### config.mk
export PLATFORM = sky130hd
export DESIGN_NAME = byte_stuffing_frame_encoder
export DESIGN_NICKNAME = d
export VERILOG_FILES = /design/src/rtl/bsfe_pkg.sv /design/src/rtl/bsfe_fifo.sv /design/src/rtl/bsfe_front.sv /design/src/rtl/bsfe_back.sv /design/src/rtl/byte_stuffing_frame_encoder.sv
export SDC_FILE = /design/constraint.sdc
export NUM_CORES = 1
export LEC_CHECK = 0
export ABC_AREA = 1
export BUFFER_PORTS_ARGS = -buffer_cell sky130_fd_sc_hd__buf_2
export CAP_MARGIN = 20
export CORE_MARGIN = 1
export CORE_UTILIZATION = 60
export CTS_BUF_LIST = sky130_fd_sc_hd__clkbuf_16
export CTS_CLUSTER_DIAMETER = 40
export DETAILED_ROUTE_END_ITERATION = 6
export PLACE_DENSITY = 0.79
export SYNTH_ARGS = -nofsm -noshare
export SYNTH_HDL_FRONTEND = slang
export SYNTH_HIERARCHICAL = 1
export SYNTH_SLANG_ARGS = --single-unit
### constraint.sdc
create_clock -name i_clk -period 7.5 [get_ports i_clk]
set_input_delay 0.75 -clock i_clk [delete_from_list [all_inputs] [get_ports i_clk]]
set_output_delay 0.75 -clock i_clk [all_outputs]
set_load 0.05 [all_outputs]
### src/rtl/bsfe_pkg.sv
// ----------------------------------------------------------------------------
// bsfe_pkg
// Types, constants and the CRC-16/X-25 byte update for the frame encoder.
// ----------------------------------------------------------------------------
package bsfe_pkg;

    localparam int unsigned BYTE_W    = 8;
    localparam int unsigned CRC_W     = 16;
    localparam int unsigned CFG_IDX_W = 2;

    // Register indexes on the configuration port
    localparam logic [CFG_IDX_W-1:0] CFG_FLAG    = 2'd0;
    localparam logic [CFG_IDX_W-1:0] CFG_ADDRESS = 2'd1;
    localparam logic [CFG_IDX_W-1:0] CFG_ESCAPE  = 2'd2;

    localparam logic [BYTE_W-1:0] RST_FLAG    = 8'h7E;
    localparam logic [BYTE_W-1:0] RST_ADDRESS = 8'hAA;
    localparam logic [BYTE_W-1:0] RST_ESCAPE  = 8'h7D;
    localparam logic [BYTE_W-1:0] STUFF_XOR   = 8'h20;
    localparam logic [CRC_W-1:0]  CRC_INIT    = 16'hFFFF;
    localparam logic [CRC_W-1:0]  CRC_POLY    = 16'h8408;

    typedef struct packed {
        logic [BYTE_W-1:0] flag_byte;
        logic [BYTE_W-1:0] address_byte;
        logic [BYTE_W-1:0] escape_byte;
    } t_cfg;

    // Classified payload item passed from front to back
    typedef struct packed {
        logic [BYTE_W-1:0] data;
        logic              hdr;    // frame header goes out first
        logic              stuff;  // send escape then data ^ 0x20
        logic              last;   // append CRC and closing flag
    } t_cmd;

    // Reflected CRC-16 update over one byte, LSB first
    function automatic logic [CRC_W-1:0] crc_byte(input logic [CRC_W-1:0] crc,
                                                  input logic [BYTE_W-1:0] b);
        logic [CRC_W-1:0] c;
        c = crc ^ {{(CRC_W-BYTE_W){1'b0}}, b};
        for (int k = 0; k < BYTE_W; k++) begin
            if (c[0]) begin
                c = (c >> 1) ^ CRC_POLY;
            end else begin
                c = c >> 1;
            end
        end
        return c;
    endfunction

endpackage

### src/rtl/bsfe_fifo.sv
// ----------------------------------------------------------------------------
// bsfe_fifo
// Small command queue between the classifying front and the byte sequencer.
// ----------------------------------------------------------------------------
module bsfe_fifo
    import bsfe_pkg::*;
#(
    parameter int unsigned DEPTH = 4
) (
    input  logic i_clk,
    input  logic i_rst_n,
    input  logic i_push,
    input  t_cmd i_wr_cmd,
    output logic o_full,
    input  logic i_pop,
    output t_cmd o_rd_cmd,
    output logic o_nonempty
);

    localparam int unsigned PTR_W = (DEPTH > 1) ? $clog2(DEPTH) : 1;
    localparam int unsigned CNT_W = $clog2(DEPTH + 1);
    localparam logic [PTR_W-1:0] PTR_LAST = PTR_W'(DEPTH - 1);
    localparam logic [CNT_W-1:0] CNT_FULL = CNT_W'(DEPTH);

    t_cmd             r_mem [DEPTH];
    logic [PTR_W-1:0] r_wr_ptr;
    logic [PTR_W-1:0] r_rd_ptr;
    logic [CNT_W-1:0] r_count;
    logic             w_push;
    logic             w_pop;

    assign o_full     = (r_count == CNT_FULL);
    assign o_nonempty = (r_count != '0);
    assign w_push     = i_push && !o_full;
    assign w_pop      = i_pop && o_nonempty;
    assign o_rd_cmd   = r_mem[r_rd_ptr];

    // Store entries
    always_ff @(posedge i_clk) begin
        if (w_push) begin
            r_mem[r_wr_ptr] <= i_wr_cmd;
        end
    end

    // Advance pointers and occupancy
    always_ff @(posedge i_clk) begin
        if (!i_rst_n) begin
            r_wr_ptr <= '0;
            r_rd_ptr <= '0;
            r_count  <= '0;
        end else begin
            if (w_push) begin
                r_wr_ptr <= (r_wr_ptr == PTR_LAST) ? '0 : r_wr_ptr + 1'b1;
            end
            if (w_pop) begin
                r_rd_ptr <= (r_rd_ptr == PTR_LAST) ? '0 : r_rd_ptr + 1'b1;
            end
            if (w_push && !w_pop) begin
                r_count <= r_count + 1'b1;
            end else if (w_pop && !w_push) begin
                r_count <= r_count - 1'b1;
            end
        end
    end

endmodule

### src/rtl/bsfe_front.sv
// ----------------------------------------------------------------------------
// bsfe_front
// Accepts payload bytes, tracks frame position and classifies each byte.
// ----------------------------------------------------------------------------
module bsfe_front
    import bsfe_pkg::*;
(
    input  logic              i_clk,
    input  logic              i_rst_n,
    input  t_cfg              i_cfg,
    input  logic              i_s_tvalid,
    output logic              o_s_tready,
    input  logic [BYTE_W-1:0] i_s_tdata,
    input  logic              i_s_tlast,
    input  logic              i_q_full,
    output logic              o_q_push,
    output t_cmd              o_q_cmd
);

    logic r_in_frame;
    logic n_in_frame;
    logic w_xfer;

    assign o_s_tready = !i_q_full;
    assign w_xfer     = i_s_tvalid && o_s_tready;
    assign o_q_push   = w_xfer;

    // Classify the incoming byte
    always_comb begin
        o_q_cmd.data  = i_s_tdata;
        o_q_cmd.hdr   = !r_in_frame;
        o_q_cmd.stuff = (i_s_tdata == i_cfg.flag_byte) ||
                        (i_s_tdata == i_cfg.escape_byte);
        o_q_cmd.last  = i_s_tlast;
    end

    // Open a frame on its first byte, close it on the last
    always_comb begin
        n_in_frame = r_in_frame;
        if (w_xfer) begin
            n_in_frame = !i_s_tlast;
        end
    end

    always_ff @(posedge i_clk) begin
        if (!i_rst_n) begin
            r_in_frame <= 1'b0;
        end else begin
            r_in_frame <= n_in_frame;
        end
    end

endmodule

### src/rtl/bsfe_back.sv
// ----------------------------------------------------------------------------
// bsfe_back
// Byte sequencer: expands each command into line bytes, runs the CRC and
// drives the registered output stage.
// ----------------------------------------------------------------------------
module bsfe_back
    import bsfe_pkg::*;
(
    input  logic              i_clk,
    input  logic              i_rst_n,
    input  t_cfg              i_cfg,
    input  t_cmd              i_cmd,
    input  logic              i_cmd_valid,
    output logic              o_pop,
    output logic              o_m_tvalid,
    input  logic              i_m_tready,
    output logic [BYTE_W-1:0] o_m_tdata,
    output logic              o_m_tlast,
    output logic              o_m_tuser
);

    localparam logic [2:0] PH_FLAG  = 3'd0;
    localparam logic [2:0] PH_ADDR  = 3'd1;
    localparam logic [2:0] PH_ESC   = 3'd2;
    localparam logic [2:0] PH_SESC  = 3'd3;
    localparam logic [2:0] PH_DATA  = 3'd4;
    localparam logic [2:0] PH_CRCH  = 3'd5;
    localparam logic [2:0] PH_CRCL  = 3'd6;
    localparam logic [2:0] PH_CLOSE = 3'd7;

    t_cmd              r_cmd;
    logic              r_busy;
    logic [2:0]        r_phase;
    logic [CRC_W-1:0]  r_crc;
    logic              r_out_valid;
    logic [BYTE_W-1:0] r_out_byte;
    logic              r_out_last;
    logic              r_out_end;

    logic              w_out_free;
    logic              w_adv;
    logic              w_load;
    logic [BYTE_W-1:0] w_byte;
    logic              w_feed;
    logic              w_final;
    logic              w_end;
    logic [2:0]        w_next;
    logic [2:0]        w_start;
    logic [CRC_W-1:0]  w_crc_fin;

    assign w_out_free = !r_out_valid || i_m_tready;
    assign w_adv      = r_busy && w_out_free;
    assign w_crc_fin  = r_crc ^ CRC_INIT;

    // Pick the byte for the current phase and the phase after it
    always_comb begin
        w_byte  = i_cfg.flag_byte;
        w_feed  = 1'b0;
        w_final = 1'b0;
        w_end   = 1'b0;
        w_next  = r_phase;
        case (r_phase)
            PH_FLAG: begin
                w_byte = i_cfg.flag_byte;
                w_next = PH_ADDR;
            end
            PH_ADDR: begin
                w_byte = i_cfg.address_byte;
                w_feed = 1'b1;
                w_next = PH_ESC;
            end
            PH_ESC: begin
                w_byte = i_cfg.escape_byte;
                w_feed = 1'b1;
                w_next = r_cmd.stuff ? PH_SESC : PH_DATA;
            end
            PH_SESC: begin
                w_byte = i_cfg.escape_byte;
                w_feed = 1'b1;
                w_next = PH_DATA;
            end
            PH_DATA: begin
                w_byte  = r_cmd.stuff ? (r_cmd.data ^ STUFF_XOR) : r_cmd.data;
                w_feed  = 1'b1;
                w_final = !r_cmd.last;
                w_next  = PH_CRCH;
            end
            PH_CRCH: begin
                w_byte = w_crc_fin[CRC_W-1:BYTE_W];
                w_next = PH_CRCL;
            end
            PH_CRCL: begin
                w_byte = w_crc_fin[BYTE_W-1:0];
                w_next = PH_CLOSE;
            end
            PH_CLOSE: begin
                w_byte  = i_cfg.flag_byte;
                w_final = 1'b1;
                w_end   = 1'b1;
                w_next  = PH_FLAG;
            end
            default: begin
                w_next = PH_FLAG;
            end
        endcase
    end

    // Entry phase of a fresh command
    always_comb begin
        if (i_cmd.hdr) begin
            w_start = PH_FLAG;
        end else if (i_cmd.stuff) begin
            w_start = PH_SESC;
        end else begin
            w_start = PH_DATA;
        end
    end

    assign w_load = i_cmd_valid && (!r_busy || (w_adv && w_final));
    assign o_pop  = w_load;

    // Sequencer state and running CRC
    always_ff @(posedge i_clk) begin
        if (!i_rst_n) begin
            r_busy  <= 1'b0;
            r_phase <= PH_FLAG;
            r_crc   <= CRC_INIT;
        end else begin
            if (w_load) begin
                r_busy  <= 1'b1;
                r_phase <= w_start;
            end else if (w_adv && w_final) begin
                r_busy <= 1'b0;
            end else if (w_adv) begin
                r_phase <= w_next;
            end
            if (w_adv) begin
                if (w_end || r_phase == PH_FLAG) begin
                    r_crc <= CRC_INIT;
                end else if (w_feed) begin
                    r_crc <= crc_byte(r_crc, w_byte);
                end
            end
        end
    end

    always_ff @(posedge i_clk) begin
        if (w_load) begin
            r_cmd <= i_cmd;
        end
    end

    // Output register: load a byte when it is free, drop valid on transfer
    always_ff @(posedge i_clk) begin
        if (!i_rst_n) begin
            r_out_valid <= 1'b0;
        end else if (w_adv) begin
            r_out_valid <= 1'b1;
        end else if (i_m_tready) begin
            r_out_valid <= 1'b0;
        end
    end

    always_ff @(posedge i_clk) begin
        if (w_adv) begin
            r_out_byte <= w_byte;
            r_out_last <= w_final;
            r_out_end  <= w_end;
        end
    end

    assign o_m_tvalid = r_out_valid;
    assign o_m_tdata  = r_out_byte;
    assign o_m_tlast  = r_out_last;
    assign o_m_tuser  = r_out_end;

endmodule

### src/rtl/byte_stuffing_frame_encoder.sv
// ----------------------------------------------------------------------------
// byte_stuffing_frame_encoder
// Frames payload bytes with header, byte stuffing, CRC-16/X-25 and flags.
// ----------------------------------------------------------------------------
// The encoder sends one line byte per clock when the sink is ready. A plain
// payload byte gives one line byte, a stuffed byte two; the first byte of a frame
// adds three header bytes and the last adds three trailer bytes. Throughput
// is set by the single output byte register of the sequencer; the input side
// keeps accepting bytes into a QUEUE_DEPTH-entry command queue while the
// sequencer expands earlier ones, so both sides stall independently. Each
// transfer's tlast marks the final line byte caused by one input byte, and
// tuser marks the closing flag. Registers take effect for bytes produced
// afterwards; write them while the encoder is idle.
// ----------------------------------------------------------------------------
module byte_stuffing_frame_encoder
    import bsfe_pkg::*;
#(
    parameter int unsigned QUEUE_DEPTH = 4
) (
    input  logic                 i_clk,
    input  logic                 i_rst_n,
    // configuration write port
    input  logic                 i_cfg_we,
    input  logic [CFG_IDX_W-1:0] i_cfg_idx,
    input  logic [BYTE_W-1:0]    i_cfg_data,
    // payload input
    input  logic                 i_s_tvalid,
    output logic                 o_s_tready,
    input  logic [BYTE_W-1:0]    i_s_tdata,   // [7:0] data_byte
    input  logic                 i_s_tlast,   // last_byte
    // line output
    output logic                 o_m_tvalid,
    input  logic                 i_m_tready,
    output logic [BYTE_W-1:0]    o_m_tdata,   // [7:0] out_byte
    output logic                 o_m_tlast,   // run_last
    output logic                 o_m_tuser    // [0] frame_end
);

    t_cfg r_cfg;
    t_cmd w_push_cmd;
    t_cmd w_head_cmd;
    logic w_push;
    logic w_full;
    logic w_pop;
    logic w_nonempty;

    // Configuration registers
    always_ff @(posedge i_clk) begin
        if (!i_rst_n) begin
            r_cfg.flag_byte    <= RST_FLAG;
            r_cfg.address_byte <= RST_ADDRESS;
            r_cfg.escape_byte  <= RST_ESCAPE;
        end else if (i_cfg_we) begin
            case (i_cfg_idx)
                CFG_FLAG:    r_cfg.flag_byte    <= i_cfg_data;
                CFG_ADDRESS: r_cfg.address_byte <= i_cfg_data;
                CFG_ESCAPE:  r_cfg.escape_byte  <= i_cfg_data;
                default:     r_cfg              <= r_cfg;
            endcase
        end
    end

    bsfe_front u_front (
        .i_clk      (i_clk),
        .i_rst_n    (i_rst_n),
        .i_cfg      (r_cfg),
        .i_s_tvalid (i_s_tvalid),
        .o_s_tready (o_s_tready),
        .i_s_tdata  (i_s_tdata),
        .i_s_tlast  (i_s_tlast),
        .i_q_full   (w_full),
        .o_q_push   (w_push),
        .o_q_cmd    (w_push_cmd)
    );

    bsfe_fifo #(
        .DEPTH (QUEUE_DEPTH)
    ) u_fifo (
        .i_clk      (i_clk),
        .i_rst_n    (i_rst_n),
        .i_push     (w_push),
        .i_wr_cmd   (w_push_cmd),
        .o_full     (w_full),
        .i_pop      (w_pop),
        .o_rd_cmd   (w_head_cmd),
        .o_nonempty (w_nonempty)
    );

    bsfe_back u_back (
        .i_clk       (i_clk),
        .i_rst_n     (i_rst_n),
        .i_cfg       (r_cfg),
        .i_cmd       (w_head_cmd),
        .i_cmd_valid (w_nonempty),
        .o_pop       (w_pop),
        .o_m_tvalid  (o_m_tvalid),
        .i_m_tready  (i_m_tready),
        .o_m_tdata   (o_m_tdata),
        .o_m_tlast   (o_m_tlast),
        .o_m_tuser   (o_m_tuser)
    );

endmodule

==> impl_metrics.tcl <==
set metrics [dict create \
    grt_pass1_vias 5154 \
    clkTransAtPathRegs_ns 0.06 \
    cpMostUsedCell "inv_1" \
    num_vias 5486 \
    place_hpwl_um 10300 \
    start_kind "flip-flop" \
    p_sw_w 0.00134 \
    synthAdderAreaFrac_pct 1.56 \
    crit_family "flip-flops" \
    fmax_ghz 0.286 \
    row_count 36 \
    ys_seq_area_share_pct 49.5 \
    post-route-util_pct 70.1 \
    htree_levels 4 \
    clockPowerShare_pct 26.7 \
    path_cells "nand2_1 > o21ai_2 > inv_1 > o21ai_2 > nand2_1 > inv_1 > nand2_2 > ha_1 > inv_1 > fa_1 > o21ai_0 > nor2_1" \
    grt_max_degree 43 \
    yosysTopAreaCellShare_pct 31.5 \
    grt_overflow 0 \
    track_usage_pct 32.7 \
    multi_input_area_mm2 0.00250 \
    synth_mux_area_share_pct 0 \
    fillerInstances 792 \
    synth.cell_area_mm2 0.00610 \
    drv_slew 0 \
    ys_types 36 \
    synthTopCellsByArea "edfxtp_1, dfxtp_1, nand2_1, nand3_1, inv_1" \
    syn_avg_cell_area_um2 7.91 \
    seqPwrFrac_pct 32.3 \
    cp.arrival_ns 3.80 \
    worstMarginPinSlew_ns 1.07 \
    timing.slew.headroom_pct 28.7 \
    finalSetupTns_ns 0 \
    postCtsHoldBufs 0 \
    io_buffers 35 \
    switching_share_pct 42.7 \
    required_ns 7.80 \
    post_drt_wl_per_cell_um 16.7 \
    power.leakage_nw 3.23 \
    internal_power_w 0.00180 \
    pwr-share-comb_pct 41.0 \
    cts_resized 0 \
    ys_ff_latch 119 \
    die_w_um 103 \
    synth_top_family_by_area "simple AND/OR/NAND/NOR gates" \
    avgViaCountPerCell 5.79 \
    synth_area_leader_cell "edfxtp_1" \
    crit_buf_inv 3 \
    die_area_mm2 0.0106 \
    clock_path_buffers 2 \
    core_area_mm2 0.00982 \
    yosys.area_share.simple_pct 31.5 \
    critical_path_class "flip-flop to flip-flop" \
    cts_tree "yes" \
    dpl_cell_area_mm2 0.00624 \
    cts_buffers 17 \
    maxCapViolCount 0 \
    num_io_pins 36 \
    clock_latency_ns 0.41 \
    grt_pass1_wl_um 25400 \
    clkSinkCount 119 \
    ir_drop_mv 0.206 \
    synthCells 772 \
    power_density_mw_per_mm2 457 \
    finalWeightedCongestion 0.925 \
    drive_gt1_share_pct 11.9 \
    ys_warn_count 6 \
    ant_nets 0 \
    cp_slowest_cell "dfxtp_1" \
    min_path_type "flip-flop to flip-flop" \
    diodes 0 \
    final_area_mm2 0.00688 \
    seqCellArea_mm2 0.00302 \
    post-cts-setup-buffers 0 \
    drcViolationCount 0 \
    post-route-period-util_pct 46.6 \
    period_minus_slack_ns 3.50 \
    antenna_found_initial 0 \
    die-height_um 103 \
    wl_um 15900 \
    synth_compound_area_share_pct 6.85 \
    critical_path.max_fanout 24 \
    first_iter_violations 654 \
    setup_viol 0 \
    status "complete, no violations" \
    start_util_pct 62.2 \
    nets 833 \
    synthToLayoutAreaGrowth_pct 12.7 \
    synth_nets 803 \
    drt_first_pass_iters 5 \
    hold_viol_final 0 \
    fin_skew_ns 0.00911 \
    cts_root_buffer "clkbuf_16" \
    grt_setup_unrepaired "false" \
    cpPeakStageDelay_ns 0.89 \
    synth-xor-area-share_pct 1.15 \
    end_kind "flip-flop" \
]
registers in the layout (all words and copies together), names as in the netlist, named ones only:
| register | cells |
|---|---|
| r_cfg | 24 |
| u_back/o_m_tdata | 8 |
| u_back/o_m_tlast | 1 |
| u_back/o_m_tuser | 1 |
| u_back/o_m_tvalid | 1 |
| u_back/r_busy | 1 |
| u_back/r_cmd | 10 |
| u_back/r_crc | 16 |
| u_back/r_phase | 3 |
| u_fifo/r_count | 3 |
| u_fifo/r_mem | 44 |
| u_fifo/r_rd_ptr | 2 |
| u_fifo/r_wr_ptr | 2 |
| u_front/r_in_frame | 1 |
layout make-up:
class                      instances  area share, %
sequential                       119           43.9
tap                              133           2.42
clock inverter                    15           2.67
clock buffer                      17           6.18
timing repair buffer              40           3.25
inverter                          95           5.18
multi-input combinational        529           36.4
cells in the mapped netlist (all sizes together):
cell type    n
ha           6
a21boi       1
edfxtp      64
inv         93
nor2        92
fa           1
xnor2        8
o21ai       39
o21a         1
dfxtp       55
nand3      106
o22ai       13
o211ai       1
nand4       13
a31oi        3
buf         24
nand2      215
or2         11
a21oi       17
clkinv       2
nand3b       2
clkbuf       5
placed cells by master, fill, tap and decap left out, drive strengths merged, types with 2 or more instances in the layout:
cell,instances
or2,11
xnor2,8
buf,40
ha,6
inv,96
clkinv,8
nand3,106
a21oi,17
o21ai,39
nand2,215
edfxtp,64
clkbuf,17
clkinvlp,2
a31oi,3
o22ai,13
nand4,13
nand3b,2
dfxtp,55
nor2,92
bufinv,4
power by group through the flow:
| stage | Combinational, W | Sequential (W) | Clock, W |
|---|---|---|---|
| floorplan | 0.000898 | 0.00105 | 0 |
| global placement | 0.00116 | 0.00101 | 0 |
| detailed placement | 0.00121 | 0.00102 | 0 |
| CTS | 0.00124 | 0.00101 | 0.000842 |
| global route | 0.00143 | 0.00103 | 0.000871 |
| finish | 0.00129 | 0.00102 | 0.000840 |
through the flow:
step,hold slack [ns],setup slack (ns),cells,power [W]
6_report,0.469,4.00,948,0.00315
5_1_grt,0.495,3.70,948,0.00333
4_1_cts,0.473,4.07,945,0.00310
3_5_place_dp,0.451,4.10,913,0.00223
3_3_place_gp,0.446,4.36,913,0.00217
2_1_floorplan,0.421,4.87,772,0.00195
cell families after synthesis:
kind of cell,Yosys count
simple gates,439
compound gates,75
fa+ha+maj,7
flops,119
xor+xnor,8
buf+inv,124
metal layers:
metal	up-vias	track usage, %	wire, µm
met5	-	0	0
met4	0	14.0	516
met3	63	7.93	1420
met2	320	52.5	7500
met1	2520	42.4	6420
li1	2583	-	-
worst reg2reg max path: stages, from the launching register on:
cell     delay (ns)
dfxtp_1        0.89
nand2_1        0.29
o21ai_2        0.25
inv_1          0.10
o21ai_2        0.15
nand2_1        0.15
inv_1          0.43
nand2_2        0.17
ha_1           0.23
inv_1          0.10
fa_1           0.41
o21ai_0        0.18
nor2_1         0.05
worst paths after layout:
| kind | startpoint | end | slack [ns] | cells after the start |
|---|---|---|---|---|
| worst max-delay path | u_back/r_phase[2]$_SDFFE_PN0P_ | u_fifo/r_count[1]$_SDFFE_PN0P_ | 4.00 | 12 |
| worst min-delay path | r_cfg[13]$_SDFFE_PN1P_ | r_cfg[13]$_SDFFE_PN1P_ | 0.47 | 2 |
| worst max register to register | u_back/r_phase[2]$_SDFFE_PN0P_ | u_fifo/r_count[1]$_SDFFE_PN0P_ | 4.00 | 12 |
| worst min register to register | r_cfg[13]$_SDFFE_PN1P_ | r_cfg[13]$_SDFFE_PN1P_ | 0.47 | 2 |
(Power assumes the default switching activity.)
